**src/tep_pkg.sv**
```systemverilog
`timescale 1ns / 1ps
// Shared types and constants for the track existence probability unit.
// No dependencies.
package tep_pkg;

  // Item kinds
  localparam logic [1:0] KIND_CREATE = 2'd0;
  localparam logic [1:0] KIND_INIT   = 2'd1;
  localparam logic [1:0] KIND_MEAS   = 2'd2;
  localparam logic [1:0] KIND_TICK   = 2'd3;

  // Configuration register indexes
  localparam logic [1:0] CFG_TRUST      = 2'd0;
  localparam logic [1:0] CFG_TRUE_DET   = 2'd1;
  localparam logic [1:0] CFG_FALSE_DET  = 2'd2;
  localparam logic [1:0] CFG_HALF_LIFE  = 2'd3;

  localparam logic [15:0] TRUE_DET_RST  = 16'd58982;
  localparam logic [15:0] FALSE_DET_RST = 16'd13107;
  localparam logic [15:0] HALF_LIFE_RST = 16'd300;
  localparam logic [15:0] BASE_Q16      = 16'd58982;  // 0.9

  typedef logic [15:0][31:0] pow_tab_t;

  function automatic logic [63:0] tep_isqrt(input logic [63:0] x_in);
    logic [63:0] x;
    logic [63:0] r;
    logic [63:0] bt;
    x  = x_in;
    r  = 64'd0;
    bt = 64'h4000_0000_0000_0000;
    for (int i = 0; i < 32; i++) begin
      if (x >= r + bt) begin
        x = x - (r + bt);
        r = (r >> 1) + bt;
      end else begin
        r = r >> 1;
      end
      bt = bt >> 2;
    end
    return r;
  endfunction

  // T[b] = 2^32 * 2^(-2^(b-16)), built by repeated integer square roots
  function automatic pow_tab_t tep_pow_tab();
    pow_tab_t    t;
    logic [63:0] v;
    v = tep_isqrt(64'h8000_0000_0000_0000);
    t[15] = v[31:0];
    for (int b = 15; b > 0; b--) begin
      v = tep_isqrt({t[b], 32'd0});
      t[b-1] = v[31:0];
    end
    return t;
  endfunction

  localparam pow_tab_t POW_TAB = tep_pow_tab();

endpackage

```
**src/tep_if.sv**
```systemverilog
`timescale 1ns / 1ps
// Valid/ready channel interfaces for items and results.
// No dependencies.
interface tep_in_if;
  logic        valid;
  logic        ready;
  logic [1:0]  kind;
  logic [2:0]  channel;
  logic [31:0] stamp_ms;
  logic [15:0] detector_prob;
  modport source (output valid, kind, channel, stamp_ms, detector_prob, input ready);
  modport sink   (input valid, kind, channel, stamp_ms, detector_prob, output ready);
endinterface

interface tep_out_if;
  logic        valid;
  logic        ready;
  logic [15:0] total_prob;
  logic [15:0] channel_prob;
  logic [15:0] misses_in_row;
  logic [15:0] hits_total;
  modport source (output valid, total_prob, channel_prob, misses_in_row, hits_total,
                  input ready);
  modport sink   (input valid, total_prob, channel_prob, misses_in_row, hits_total,
                  output ready);
endinterface

```
**src/tep_mul.sv**
```systemverilog
`timescale 1ns / 1ps
// Bit-serial shift-add multiplier, one multiplier bit per cycle.
// No dependencies.
module tep_mul #(
  parameter int WA = 33,
  parameter int WB = 33
) (
  input  logic               clk_i,
  input  logic               rst_ni,
  input  logic               go_i,
  input  logic [WA-1:0]      a_i,
  input  logic [WB-1:0]      b_i,
  output logic               done_o,
  output logic [WA+WB-1:0]   prod_o
);
  localparam int CW = $clog2(WB + 1);

  logic [CW-1:0]    cnt_q;
  logic             busy_q;
  logic             done_q;
  logic [WA-1:0]    a_q;
  logic [WA+WB-1:0] acc_q;
  logic [WA:0]      sum;

  assign sum = {1'b0, acc_q[WA+WB-1:WB]} + (acc_q[0] ? {1'b0, a_q} : '0);

  always_ff @(posedge clk_i or negedge rst_ni) begin
    if (!rst_ni) begin
      busy_q <= 1'b0;
      done_q <= 1'b0;
      cnt_q  <= '0;
    end else begin
      done_q <= 1'b0;
      if (go_i) begin
        busy_q <= 1'b1;
        cnt_q  <= CW'(WB);
      end else if (busy_q) begin
        cnt_q <= cnt_q - 1'b1;
        if (cnt_q == CW'(1)) begin
          busy_q <= 1'b0;
          done_q <= 1'b1;
        end
      end
    end
  end

  always_ff @(posedge clk_i) begin
    if (go_i) begin
      a_q   <= a_i;
      acc_q <= {{WA{1'b0}}, b_i};
    end else if (busy_q) begin
      acc_q <= {sum, acc_q[WB-1:1]};
    end
  end

  assign done_o = done_q;
  assign prod_o = acc_q;

endmodule

```
**src/tep_div.sv**
```systemverilog
`timescale 1ns / 1ps
// Restoring divider, one quotient bit per cycle; dividend bits enter the
// partial remainder MSB first. No dependencies.
module tep_div #(
  parameter int RW = 33,
  parameter int DW = 48,
  parameter int SW = $clog2(DW + 1)
) (
  input  logic          clk_i,
  input  logic          rst_ni,
  input  logic          go_i,
  input  logic [RW-1:0] rem_i,
  input  logic [DW-1:0] dvd_i,
  input  logic [RW-1:0] den_i,
  input  logic [SW-1:0] steps_i,
  output logic          done_o,
  output logic [DW-1:0] quo_o,
  output logic [RW-1:0] rem_o
);
  logic [SW-1:0] cnt_q;
  logic          busy_q;
  logic          done_q;
  logic [RW-1:0] r_q;
  logic [DW-1:0] d_q;
  logic [DW-1:0] q_q;
  logic [RW-1:0] den_q;
  logic [RW:0]   r2;
  logic [RW:0]   rn;
  logic          ge;

  assign r2 = {r_q, d_q[DW-1]};
  assign ge = r2 >= {1'b0, den_q};
  assign rn = ge ? r2 - {1'b0, den_q} : r2;

  always_ff @(posedge clk_i or negedge rst_ni) begin
    if (!rst_ni) begin
      busy_q <= 1'b0;
      done_q <= 1'b0;
      cnt_q  <= '0;
    end else begin
      done_q <= 1'b0;
      if (go_i) begin
        busy_q <= 1'b1;
        cnt_q  <= steps_i;
      end else if (busy_q) begin
        cnt_q <= cnt_q - 1'b1;
        if (cnt_q == SW'(1)) begin
          busy_q <= 1'b0;
          done_q <= 1'b1;
        end
      end
    end
  end

  always_ff @(posedge clk_i) begin
    if (go_i) begin
      r_q   <= rem_i;
      d_q   <= dvd_i;
      q_q   <= '0;
      den_q <= den_i;
    end else if (busy_q) begin
      r_q <= rn[RW-1:0];
      d_q <= {d_q[DW-2:0], 1'b0};
      q_q <= {q_q[DW-2:0], ge};
    end
  end

  assign done_o = done_q;
  assign quo_o  = q_q;
  assign rem_o  = r_q;

endmodule

```
**src/track_existence_probability_unit.sv**
```systemverilog
`timescale 1ns / 1ps
// Existence probability tracker for one object: per-channel and total
// probabilities in Q0.PROB_BITS. Depends on tep_pkg, tep_if, tep_mul, tep_div.
//
// One item is worked on at a time; the next one is taken while the last
// result still waits on the output register. Create and channel-init items
// go straight to the output stage. Measurement and tick items run a serial
// divide for dt / half-life, then a serial multiply for each set bit of the
// fractional exponent, then walk the channels one by one: a decayed channel
// costs one multiply, a Bayesian update two multiplies and, unless the
// result saturates, a divide. The total comes last in the same way (a
// measurement adds one multiply for the detector-weighted likelihood).
// Item time is set mostly by the single shared bit-serial multiplier.
module track_existence_probability_unit
  import tep_pkg::*;
#(
  parameter int CHANNELS  = 8,
  parameter int PROB_BITS = 16
) (
  input  logic        clk_i,
  input  logic        rst_ni,
  input  logic        cfg_we_i,
  input  logic [1:0]  cfg_idx_i,
  input  logic [15:0] cfg_data_i,
  tep_in_if.sink      in_i,
  tep_out_if.source   out_o
);
  localparam int PB = PROB_BITS;
  localparam int RW = 2 * PB + 1;          // Bayes numerator/denominator width
  localparam int DW = 48;                  // dt << 16
  localparam int MW = 33;                  // multiplier operand width
  localparam int CW = (CHANNELS > 1) ? $clog2(CHANNELS) : 1;
  localparam int IW = $clog2(CHANNELS + 1);
  localparam int SL = (PB >= 16) ? PB - 16 : 0;
  localparam int SR = (PB < 16) ? 16 - PB : 0;
  localparam logic [40:0] HALF_L = (41'd1 << SL) >> 1;
  localparam logic [40:0] HALF_R = (41'd1 << SR) >> 1;

  localparam longint unsigned ONE_L = 64'd1 << PB;
  localparam logic [PB:0] P_ONE   = (PB+1)'(ONE_L);
  localparam logic [PB:0] P_MAX   = (PB+1)'((999 * ONE_L + 500) / 1000);
  localparam logic [PB:0] P_MIN   = (PB+1)'((ONE_L + 5) / 10);
  localparam logic [PB:0] P_FLOOR = (PB+1)'((ONE_L + 500) / 1000);

  // sequencer states
  localparam logic [3:0] S_IDLE   = 4'd0;
  localparam logic [3:0] S_DIVX   = 4'd1;
  localparam logic [3:0] S_FBIT   = 4'd2;
  localparam logic [3:0] S_FMUL   = 4'd3;
  localparam logic [3:0] S_RD     = 4'd4;
  localparam logic [3:0] S_CH     = 4'd5;
  localparam logic [3:0] S_DMUL   = 4'd6;
  localparam logic [3:0] S_BMUL1  = 4'd7;
  localparam logic [3:0] S_BMUL2  = 4'd8;
  localparam logic [3:0] S_BDIV   = 4'd9;
  localparam logic [3:0] S_WB     = 4'd10;
  localparam logic [3:0] S_TPMUL  = 4'd11;
  localparam logic [3:0] S_FIN    = 4'd12;

  function automatic logic [PB:0] from16(input logic [15:0] v);
    logic [40:0] w;
    w = 41'(v);
    if (PB >= 16) w = w << SL;
    else          w = (w + HALF_R) >> SR;
    return w[PB:0];
  endfunction

  function automatic logic [15:0] to16(input logic [PB:0] v);
    logic [40:0] w;
    w = 41'(v);
    if (PB >= 16) w = (w + HALF_L) >> SL;
    else          w = w << SR;
    return (w > 41'd65535) ? 16'hFFFF : w[15:0];
  endfunction

  function automatic logic [PB-1:0] clamp_upd(input logic [PB:0] q);
    logic [PB:0] c;
    c = (q > P_MAX) ? P_MAX : ((q < P_MIN) ? P_MIN : q);
    return c[PB-1:0];
  endfunction

  function automatic logic [15:0] sat_inc(input logic [15:0] v);
    return (v == 16'hFFFF) ? v : v + 16'd1;
  endfunction

  // configuration
  logic        trust_q;
  logic [15:0] tdp_q, fdp_q, half_q;

  always_ff @(posedge clk_i or negedge rst_ni) begin
    if (!rst_ni) begin
      trust_q <= 1'b0;
      tdp_q   <= TRUE_DET_RST;
      fdp_q   <= FALSE_DET_RST;
      half_q  <= HALF_LIFE_RST;
    end else if (cfg_we_i) begin
      case (cfg_idx_i)
        CFG_TRUST:     trust_q <= cfg_data_i[0];
        CFG_TRUE_DET:  tdp_q   <= cfg_data_i;
        CFG_FALSE_DET: fdp_q   <= cfg_data_i;
        CFG_HALF_LIFE: half_q  <= cfg_data_i;
        default:       trust_q <= trust_q;
      endcase
    end
  end

  // control and item state
  logic [3:0]    state_q, state_d;
  logic [1:0]    kind_q, kind_d;
  logic [2:0]    ch_q, ch_d;
  logic [15:0]   det_q, det_d;
  logic [31:0]   last_q, last_d;
  logic [15:0]   mrun_q, mrun_d, mtot_q, mtot_d, hit_q, hit_d;
  logic [PB-1:0] total_q, total_d;
  logic [CHANNELS-1:0] vld_q, vld_d;
  logic          out_vld_q, out_vld_d;
  logic [15:0]   o_tot_q, o_tot_d, o_ch_q, o_ch_d, o_mr_q, o_mr_d, o_hit_q, o_hit_d;

  // datapath registers
  logic [32:0]   f_q, f_d;
  logic          nbig_q, nbig_d;
  logic [4:0]    n_q, n_d;
  logic [15:0]   fr_q, fr_d;
  logic [4:0]    bit_q, bit_d;
  logic [IW-1:0] idx_q, idx_d;
  logic          tot_q, tot_d;
  logic [PB-1:0] p_q, p_d;
  logic [RW-1:0] num_q, num_d, den_q, den_d;
  logic [PB-1:0] res_q, res_d;
  logic [15:0]   chp_q, chp_d;

  // channel memory
  logic [PB-1:0] mem [CHANNELS];
  logic [PB-1:0] rd_q;
  logic          rd_vld_q;
  logic          mem_we;
  logic [CW-1:0] mem_wa;
  logic [PB-1:0] mem_wd;

  // shared units
  logic               mul_go, mul_done;
  logic [MW-1:0]      mul_a, mul_b;
  logic [2*MW-1:0]    mul_prod;
  logic               div_go, div_done;
  logic [RW-1:0]      div_rem, div_den, div_rem_o;
  logic [DW-1:0]      div_dvd, div_quo;
  logic [5:0]         div_steps;

  tep_mul #(.WA(MW), .WB(MW)) u_mul (
    .clk_i, .rst_ni, .go_i(mul_go), .a_i(mul_a), .b_i(mul_b),
    .done_o(mul_done), .prod_o(mul_prod)
  );

  tep_div #(.RW(RW), .DW(DW), .SW(6)) u_div (
    .clk_i, .rst_ni, .go_i(div_go), .rem_i(div_rem), .dvd_i(div_dvd), .den_i(div_den),
    .steps_i(div_steps), .done_o(div_done), .quo_o(div_quo), .rem_o(div_rem_o)
  );

  // combinational helpers
  logic          acc;
  logic [6:0]    in_chx, chx;
  logic          in_ok, ch_ok, idx_hit;
  logic [31:0]   dt_raw, dt;
  logic [15:0]   hl;
  logic [PB:0]   fdp_p, tdp_p, init_v;
  logic [PB-1:0] p_rd;
  logic [6:0]    sh_amt;
  logic [66:0]   dsum, dshift;
  logic [PB-1:0] dec_v;
  logic [RW-1:0] den_sum;
  logic [PB:0]   bq;
  logic [15:0]   base, tp16;
  logic [32:0]   f_next;

  assign acc     = in_i.valid && in_i.ready;
  assign in_chx  = {4'b0, in_i.channel};
  assign in_ok   = in_chx < 7'(CHANNELS);
  assign chx     = {4'b0, ch_q};
  assign ch_ok   = chx < 7'(CHANNELS);
  assign idx_hit = ch_ok && (7'(idx_q) == chx);
  assign dt_raw  = in_i.stamp_ms - last_q;
  assign dt      = dt_raw[31] ? 32'd0 : dt_raw;   // negative delta counts as zero
  assign hl      = (half_q == 16'd0) ? 16'd1 : half_q;
  assign fdp_p   = from16(fdp_q);
  assign tdp_p   = from16(tdp_q);
  assign init_v  = from16(in_i.detector_prob);
  assign p_rd    = rd_vld_q ? rd_q : P_FLOOR[PB-1:0];

  // decay: round(p * F / 2^(32+n)), floored at 0.001
  assign sh_amt  = 7'd32 + {2'b0, n_q};
  assign dsum    = {1'b0, mul_prod} + ((67'd1 << sh_amt) >> 1);
  assign dshift  = dsum >> sh_amt;
  assign dec_v   = nbig_q ? P_FLOOR[PB-1:0]
                 : ((dshift[PB:0] < P_FLOOR) ? P_FLOOR[PB-1:0] : dshift[PB-1:0]);

  assign den_sum = num_q + mul_prod[RW-1:0];
  assign bq      = {1'b0, div_quo[PB-1:0]} + (({div_rem_o, 1'b0} >= {1'b0, den_q}) ? 1'b1 : 1'b0);
  assign base    = trust_q ? det_q : BASE_Q16;
  assign tp16    = 16'((mul_prod[31:0] + 32'd32768) >> 16);
  assign f_next  = 33'((mul_prod + 66'h8000_0000) >> 32);

  always_comb begin
    state_d   = state_q;
    kind_d    = kind_q;
    ch_d      = ch_q;
    det_d     = det_q;
    last_d    = last_q;
    mrun_d    = mrun_q;
    mtot_d    = mtot_q;
    hit_d     = hit_q;
    total_d   = total_q;
    vld_d     = vld_q;
    f_d       = f_q;
    nbig_d    = nbig_q;
    n_d       = n_q;
    fr_d      = fr_q;
    bit_d     = bit_q;
    idx_d     = idx_q;
    tot_d     = tot_q;
    p_d       = p_q;
    num_d     = num_q;
    den_d     = den_q;
    res_d     = res_q;
    chp_d     = chp_q;
    out_vld_d = out_vld_q;
    o_tot_d   = o_tot_q;
    o_ch_d    = o_ch_q;
    o_mr_d    = o_mr_q;
    o_hit_d   = o_hit_q;
    mul_go    = 1'b0;
    mul_a     = '0;
    mul_b     = '0;
    div_go    = 1'b0;
    div_rem   = '0;
    div_dvd   = '0;
    div_den   = '0;
    div_steps = 6'(DW);
    mem_we    = 1'b0;
    mem_wa    = idx_q[CW-1:0];
    mem_wd    = res_q;

    if (out_vld_q && out_o.ready) out_vld_d = 1'b0;

    case (state_q)
      S_IDLE: begin
        if (acc) begin
          kind_d = in_i.kind;
          ch_d   = in_i.channel;
          det_d  = in_i.detector_prob;
          chp_d  = 16'd0;
          case (in_i.kind)
            KIND_CREATE: begin
              vld_d   = '0;
              total_d = P_FLOOR[PB-1:0];
              mrun_d  = 16'd0;
              mtot_d  = 16'd0;
              hit_d   = 16'd1;
              last_d  = in_i.stamp_ms;
              chp_d   = in_ok ? to16(P_FLOOR) : 16'd0;
              state_d = S_FIN;
            end
            KIND_INIT: begin
              if (in_ok) begin
                mem_we = 1'b1;
                mem_wa = in_chx[CW-1:0];
                mem_wd = P_MIN[PB-1:0];
                vld_d[in_chx[CW-1:0]] = 1'b1;
                chp_d  = to16(P_MIN);
              end
              total_d = clamp_upd(init_v);
              state_d = S_FIN;
            end
            KIND_MEAS: begin
              mrun_d  = 16'd0;
              hit_d   = sat_inc(hit_q);
              last_d  = in_i.stamp_ms;
              div_go  = 1'b1;
              div_dvd = {dt, 16'd0};
              div_den = RW'(hl);
              state_d = S_DIVX;
            end
            default: begin
              mrun_d  = sat_inc(mrun_q);
              mtot_d  = sat_inc(mtot_q);
              div_go  = 1'b1;
              div_dvd = {dt, 16'd0};
              div_den = RW'(hl);
              state_d = S_DIVX;
            end
          endcase
        end
      end

      S_DIVX: begin
        if (div_done) begin
          nbig_d  = |div_quo[47:21];
          n_d     = div_quo[20:16];
          fr_d    = div_quo[15:0];
          f_d     = 33'h1_0000_0000;
          bit_d   = 5'd0;
          state_d = S_FBIT;
        end
      end

      // fold 2^(-fr/2^16) one set bit at a time
      S_FBIT: begin
        if (bit_q == 5'd16) begin
          idx_d   = '0;
          tot_d   = 1'b0;
          state_d = S_RD;
        end else if (fr_q[bit_q[3:0]]) begin
          mul_go  = 1'b1;
          mul_a   = f_q;
          mul_b   = {1'b0, POW_TAB[bit_q[3:0]]};
          state_d = S_FMUL;
        end else begin
          bit_d = bit_q + 5'd1;
        end
      end

      S_FMUL: begin
        if (mul_done) begin
          f_d     = f_next;
          bit_d   = bit_q + 5'd1;
          state_d = S_FBIT;
        end
      end

      S_RD: begin
        if (idx_q == IW'(CHANNELS)) begin
          tot_d  = 1'b1;
          p_d    = total_q;
          mul_go = 1'b1;
          if (kind_q == KIND_MEAS) begin
            mul_a   = MW'(base);
            mul_b   = MW'(tdp_q);
            state_d = S_TPMUL;
          end else begin
            mul_a   = MW'(total_q);
            mul_b   = f_q;
            state_d = S_DMUL;
          end
        end else begin
          state_d = S_CH;       // memory read lands next cycle
        end
      end

      S_CH: begin
        p_d    = p_rd;
        mul_go = 1'b1;
        mul_a  = MW'(p_rd);
        if (kind_q == KIND_MEAS && idx_hit) begin
          mul_b   = MW'(tdp_p);
          state_d = S_BMUL1;
        end else begin
          mul_b   = f_q;
          state_d = S_DMUL;
        end
      end

      S_DMUL: begin
        if (mul_done) begin
          res_d   = dec_v;
          state_d = S_WB;
        end
      end

      S_TPMUL: begin
        if (mul_done) begin
          mul_go  = 1'b1;
          mul_a   = MW'(p_q);
          mul_b   = MW'(from16(tp16));
          state_d = S_BMUL1;
        end
      end

      S_BMUL1: begin
        if (mul_done) begin
          num_d   = mul_prod[RW-1:0];
          mul_go  = 1'b1;
          mul_a   = MW'(P_ONE - {1'b0, p_q});
          mul_b   = MW'(fdp_p);
          state_d = S_BMUL2;
        end
      end

      S_BMUL2: begin
        if (mul_done) begin
          den_d = den_sum;
          if (den_sum == '0) begin
            res_d   = P_MIN[PB-1:0];
            state_d = S_WB;
          end else if (num_q >= den_sum) begin
            res_d   = clamp_upd(P_ONE);
            state_d = S_WB;
          end else begin
            div_go    = 1'b1;
            div_rem   = num_q;
            div_den   = den_sum;
            div_steps = 6'(PB);
            state_d   = S_BDIV;
          end
        end
      end

      S_BDIV: begin
        if (div_done) begin
          res_d   = clamp_upd(bq);
          state_d = S_WB;
        end
      end

      S_WB: begin
        if (tot_q) begin
          total_d = res_q;
          state_d = S_FIN;
        end else begin
          mem_we = 1'b1;
          vld_d[idx_q[CW-1:0]] = 1'b1;
          if (idx_hit) chp_d = to16({1'b0, res_q});
          idx_d   = idx_q + 1'b1;
          state_d = S_RD;
        end
      end

      S_FIN: begin
        if (!out_vld_q || out_o.ready) begin
          out_vld_d = 1'b1;
          o_tot_d   = to16({1'b0, total_q});
          o_ch_d    = chp_q;
          o_mr_d    = mrun_q;
          o_hit_d   = hit_q;
          state_d   = S_IDLE;
        end
      end

      default: state_d = S_IDLE;
    endcase
  end

  always_ff @(posedge clk_i or negedge rst_ni) begin
    if (!rst_ni) begin
      state_q   <= S_IDLE;
      last_q    <= 32'd0;
      mrun_q    <= 16'd0;
      mtot_q    <= 16'd0;
      hit_q     <= 16'd1;
      total_q   <= P_FLOOR[PB-1:0];
      vld_q     <= '0;
      out_vld_q <= 1'b0;
      idx_q     <= '0;
      bit_q     <= '0;
      tot_q     <= 1'b0;
    end else begin
      state_q   <= state_d;
      last_q    <= last_d;
      mrun_q    <= mrun_d;
      mtot_q    <= mtot_d;
      hit_q     <= hit_d;
      total_q   <= total_d;
      vld_q     <= vld_d;
      out_vld_q <= out_vld_d;
      idx_q     <= idx_d;
      bit_q     <= bit_d;
      tot_q     <= tot_d;
    end
  end

  always_ff @(posedge clk_i) begin
    kind_q  <= kind_d;
    ch_q    <= ch_d;
    det_q   <= det_d;
    f_q     <= f_d;
    nbig_q  <= nbig_d;
    n_q     <= n_d;
    fr_q    <= fr_d;
    p_q     <= p_d;
    num_q   <= num_d;
    den_q   <= den_d;
    res_q   <= res_d;
    chp_q   <= chp_d;
    o_tot_q <= o_tot_d;
    o_ch_q  <= o_ch_d;
    o_mr_q  <= o_mr_d;
    o_hit_q <= o_hit_d;
  end

  always_ff @(posedge clk_i) begin
    if (mem_we) mem[mem_wa] <= mem_wd;
    rd_q     <= mem[idx_q[CW-1:0]];
    rd_vld_q <= vld_q[idx_q[CW-1:0]];
  end

  assign in_i.ready          = (state_q == S_IDLE);
  assign out_o.valid         = out_vld_q;
  assign out_o.total_prob    = o_tot_q;
  assign out_o.channel_prob  = o_ch_q;
  assign out_o.misses_in_row = o_mr_q;
  assign out_o.hits_total    = o_hit_q;

endmodule
```
**src/flat_wrapper.sv**
```systemverilog
// flat-port wrapper written by rule: the top's interface ports become plain ports
module track_existence_probability_unit_flat import tep_pkg::*;
#(
  parameter int CHANNELS  = 8,
  parameter int PROB_BITS = 16
)
  (clk_i, rst_ni, cfg_we_i, cfg_idx_i, cfg_data_i, in_i_valid, in_i_kind, in_i_channel, in_i_stamp_ms, in_i_detector_prob, in_i_ready, out_o_valid, out_o_total_prob, out_o_channel_prob, out_o_misses_in_row, out_o_hits_total, out_o_ready);
  tep_in_if in_i_i ();
  tep_out_if out_o_i ();
  input  logic clk_i;
  input  logic rst_ni;
  input  logic cfg_we_i;
  input  logic [1:0] cfg_idx_i;
  input  logic [15:0] cfg_data_i;
  input wire logic [$bits(in_i_i.valid)-1:0] in_i_valid;
  input wire logic [$bits(in_i_i.kind)-1:0] in_i_kind;
  input wire logic [$bits(in_i_i.channel)-1:0] in_i_channel;
  input wire logic [$bits(in_i_i.stamp_ms)-1:0] in_i_stamp_ms;
  input wire logic [$bits(in_i_i.detector_prob)-1:0] in_i_detector_prob;
  output wire logic [$bits(in_i_i.ready)-1:0] in_i_ready;
  output wire logic [$bits(out_o_i.valid)-1:0] out_o_valid;
  output wire logic [$bits(out_o_i.total_prob)-1:0] out_o_total_prob;
  output wire logic [$bits(out_o_i.channel_prob)-1:0] out_o_channel_prob;
  output wire logic [$bits(out_o_i.misses_in_row)-1:0] out_o_misses_in_row;
  output wire logic [$bits(out_o_i.hits_total)-1:0] out_o_hits_total;
  input wire logic [$bits(out_o_i.ready)-1:0] out_o_ready;
  assign in_i_i.valid = in_i_valid;
  assign in_i_i.kind = in_i_kind;
  assign in_i_i.channel = in_i_channel;
  assign in_i_i.stamp_ms = in_i_stamp_ms;
  assign in_i_i.detector_prob = in_i_detector_prob;
  assign in_i_ready = in_i_i.ready;
  assign out_o_valid = out_o_i.valid;
  assign out_o_total_prob = out_o_i.total_prob;
  assign out_o_channel_prob = out_o_i.channel_prob;
  assign out_o_misses_in_row = out_o_i.misses_in_row;
  assign out_o_hits_total = out_o_i.hits_total;
  assign out_o_i.ready = out_o_ready;
  track_existence_probability_unit #(.CHANNELS(CHANNELS), .PROB_BITS(PROB_BITS)) u_core (.clk_i(clk_i), .rst_ni(rst_ni), .cfg_we_i(cfg_we_i), .cfg_idx_i(cfg_idx_i), .cfg_data_i(cfg_data_i), .in_i(in_i_i), .out_o(out_o_i));
endmodule
```
**config.mk**
```make
export PLATFORM = sky130hd
export DESIGN_NAME = track_existence_probability_unit_flat
export DESIGN_NICKNAME = d
export VERILOG_FILES = /design/src/tep_pkg.sv /design/src/tep_if.sv /design/src/tep_mul.sv /design/src/tep_div.sv /design/src/track_existence_probability_unit.sv /design/src/flat_wrapper.sv
export SDC_FILE = /design/constraint.sdc
export NUM_CORES = 2
export LEC_CHECK = 0
export BUFFER_PORTS_ARGS = -buffer_cell sky130_fd_sc_hd__buf_2
export CAP_MARGIN = 20
export CORE_ASPECT_RATIO = 1.1
export CORE_MARGIN = 10
export CORE_UTILIZATION = 35
export CTS_BUF_LIST = sky130_fd_sc_hd__clkbuf_4 sky130_fd_sc_hd__clkbuf_8
export DETAILED_ROUTE_END_ITERATION = 6
export PLACE_DENSITY = 0.59
export SLEW_MARGIN = 20
export SYNTH_ARGS = -nofsm -noshare
export SYNTH_HDL_FRONTEND = slang
export SYNTH_SLANG_ARGS = --single-unit
```
**constraint.sdc**
```tcl
create_clock -name clk_i -period 18.6 [get_ports clk_i]
set_clock_uncertainty 0.1 [all_clocks]
set_input_delay 3.72 -clock clk_i [delete_from_list [all_inputs] [get_ports clk_i]]
set_output_delay 3.72 -clock clk_i [all_outputs]
set_load 0.1 [all_outputs]
```
==> impl_metrics.yaml <==
finish:
  multi_input_area_um2: 22800
  final_area_um2: 52700
  regArea_um2: 22600
  drive_gt1_share_pct: 13.1
  finalNetCount: 5094
  areaGrowthSynthToFinish_pct: 11.8
  stdcell_count: 6676
  fill_cells: 13300
clock_network:
  clock_sinks: 812
  cts_hold_buf: 0
  cts_root_buffer: "clkbuf_8"
  ctsResizeCount: 0
  numCtsBuffers: 140
  clock_latency_ns: 0.84
  clock_path_buffers: 3
  htree_num_levels: 4
  clkSlewWorstSetupHoldPaths_ns: 0.06
  cts_tree: "yes"
  post_cts_buffers: 0
global_routing:
  grt_max_degree: 100
  grt_overflow_total: 0
  grt_pass1_wl_um: 222000
  antenna_found_initial: 17
  grtUsageTotal_pct: 18.8
  grt_pass1_vias: 36100
min_path:
  min_from: "u_core.chp_q[1]"
  hold_depth: 0
  hp-class: "flip-flop to flip-flop"
  worstHoldEndpoint: "u_core.out_o.channel_prob[1]"
floorplan:
  start_util_pct: 35.2
  die-area_um2: 150000
  rows: 141
  fp.coreArea_um2: 134000
  die_w_um: 370
  die_h_um: 405
  boundaryPins: 142
synth:
  syn_area_um2: 47200
  yosysMostFrequentCell: "edfxtp_1"
  yosysWarnings: 0
  synth.largest_area_cell: "edfxtp_1"
  synth_adder_area_share_pct: 6.77
  synthMuxAreaShare_pct: 4.64
  synth_compound_area_share_pct: 17.1
  yosysSeqAreaShare_pct: 47.9
  synth_xor_xnor_area_share_pct: 4.48
  syn_inst: 4650
  ys_ff_latch: 812
  synth.avg_cell_area_um2: 10.1
  ys.flop_type: "edfxtp_1"
  synth.top_cell.area_share_pct: 34.8
  yosys-top-cells-area: "edfxtp_1 35%, dfrtp_1 7.6%, ha_1 6.6%, dfxtp_1 4.2%, nor2_1 3.7%"
  yosysUniqueCellTypes: 87
  synth_fp_nets: 4978
  yosys-top-cells-count: "546 x edfxtp_1, 465 x nor2_1, 375 x nand2_1, 268 x o21ai_0, 257 x inv_1"
  synth-simple-area-share_pct: 15.0
  async_flop_share_pct: 20.7
  synth-edff-count: 546
  synth_top_family_by_area: "compound AO/OA/AOI/OAI gates"
timing:
  fmax_mhz: 133
  finalSetupViolCount: 0
  tightest_slew_ns: 1.13
  final_max_slew_viol_count: 0
  period_minus_slack_ns: 7.51
  tns_ns: 0
  rsz0062_at_grt: "no"
  fin_ws_ns: 11.09
  hold_violations: 0
  finalCritPeriodShare_pct: 40.4
  maxSlewHeadroom_pct: 24.4
status:
  violations: "DRC"
  status: "finished with violations"
drt:
  wire_per_inst_um: 21.8
  drtAntennaViolNets: 0
  drt_first_pass_iters: 7
  vias: 37300
  routed_via_density: 5.59
  drc: 1
  drt-initial-drc-count: 3340
  routed_wl_um: 146000
worst_setup_path:
  r2r_slack_ns: 11.27
  r2r_start: "u_core.n_q[1]"
  critPathMaxFanout: 30
  arrival_ns: 7.98
  path_class: "input pin to flip-flop"
  end_kind: "flip-flop"
  r2r-end: "u_core.res_q[5]"
  crit_path_start_kind: "input pin"
  required_ns: 19.06
  rr_worst_depth: 19
pwr:
  p_per_area_nw_per_um2: 163
  peakVddDrop_mv: 0.0688
  leakage_uw: 0.0212
place:
  dp_cells: 6411
  placed_cell_area_um2: 49800
  dp_hpwl_um: 107000
  gp_congestion: 0.936
  post-place-ws_ns: 9.92
  portBuffers: 141
run:
  cap_viol_max_count: 0
-- placed cells by master, fill, tap and decap left out, types with 66 or more instances in the layout --
master and count:
a21o_1 77, a21oi_1 228, a22oi_1 79, and3_1 69
buf_2 140, clkbuf_8 158, dfrtp_1 142, dfxtp_1 98
edfxtp_1 546, ha_1 247, inv_1 256, mux2_2 66
mux2i_1 104, nand2_1 374, nand3_1 109, nand4_1 84
nor2_1 459, nor3_1 66, o21ai_0 268, xnor2_1 122
xor2_1 119
-- through the flow --
step	total power, uW	hold WS (ns)	utilization, %
CTS	8630	0.319	39.3
floorplan	5760	0.300	-
global route	9200	0.325	39.3
finish	8620	0.318	39.3
global placement	6830	0.303	37.1
detailed placement	6890	0.305	37.1
-- worst max-delay path: stages --
cell and delay (ns):
buf_2 0.13, ha_1 0.28, nor2b_1 0.13, o21a_1 0.17
o21ai_0 0.31, a311o_1 0.28, a31oi_1 0.14, o31a_1 0.36
o2111ai_1 0.26, a41oi_1 0.22, a311o_1 0.47, a221oi_1 0.40
mux2i_1 0.31, nand2_2 0.40, a32o_1 0.39
-- kinds of logic (layout without fill, tap and decap cells) --
kind of cell    after synthesis  in the layout
simple gates               1477           1477
compound gates             1188           1188
flops                       812            812
buf+inv                     492            724
fa+ha+maj                   252            252
xor+xnor                    241            241
mux                         188            188
other cells                   0              7
-- metal layers --
| metal | up-vias | share of wire, % | global-route usage [%] |
|---|---|---|---|
| met3 | 247 | 6.0 | 3.08 |
| li1 | 17600 | - | - |
| met5 | - | 0.014 | 0 |
| met2 | 1243 | 46 | 29.7 |
| met1 | 18300 | 45 | 26.0 |
| met4 | 2 | 2.9 | 6.12 |
-- where the power goes --
group	switching [uW]	total, uW	internal (uW)
sequential	521	3120	2600
clock	783	1710	926
combinational	2310	3790	1480
-- how the worst max path moves through the flow --
stage,from,to
final,in_i_stamp_ms[1],u_core.u_div.d_q[19]
after global routing,in_i_stamp_ms[0],u_core.u_div.d_q[46]
after CTS,in_i_stamp_ms[1],u_core.u_div.d_q[19]
after detailed placement,in_i_stamp_ms[1],u_core.u_div.d_q[21]
after global placement,in_i_stamp_ms[1],u_core.u_div.d_q[19]
after floorplan,in_i_stamp_ms[1],u_core.u_div.d_q[19]
-- state kept, by name, indices dropped and copies added (netlist names), 32 cells and up --
| signal | count |
|---|---|
| u_core.den_q | 33 |
| u_core.f_q | 33 |
| u_core.last_q | 32 |
| u_core.mem | 128 |
| u_core.num_q | 33 |
| u_core.u_div.d_q | 32 |
| u_core.u_div.den_q | 33 |
| u_core.u_div.quo_o | 48 |
| u_core.u_div.rem_o | 33 |
| u_core.u_mul.a_q | 33 |
| u_core.u_mul.prod_o | 66 |
-- cell type report --
cell class | count | area share, %
well taps | 1787 | 4.24
flip-flops and latches | 812 | 42.8
clock inverters | 52 | 0.781
diodes | 7 | 0.0332
multi-input cells | 3346 | 43.2
clock buffers | 206 | 4.80
repair buffers | 201 | 2.22
inverters | 265 | 1.89
No activity file was read; power rests on OpenSTA's default activity.
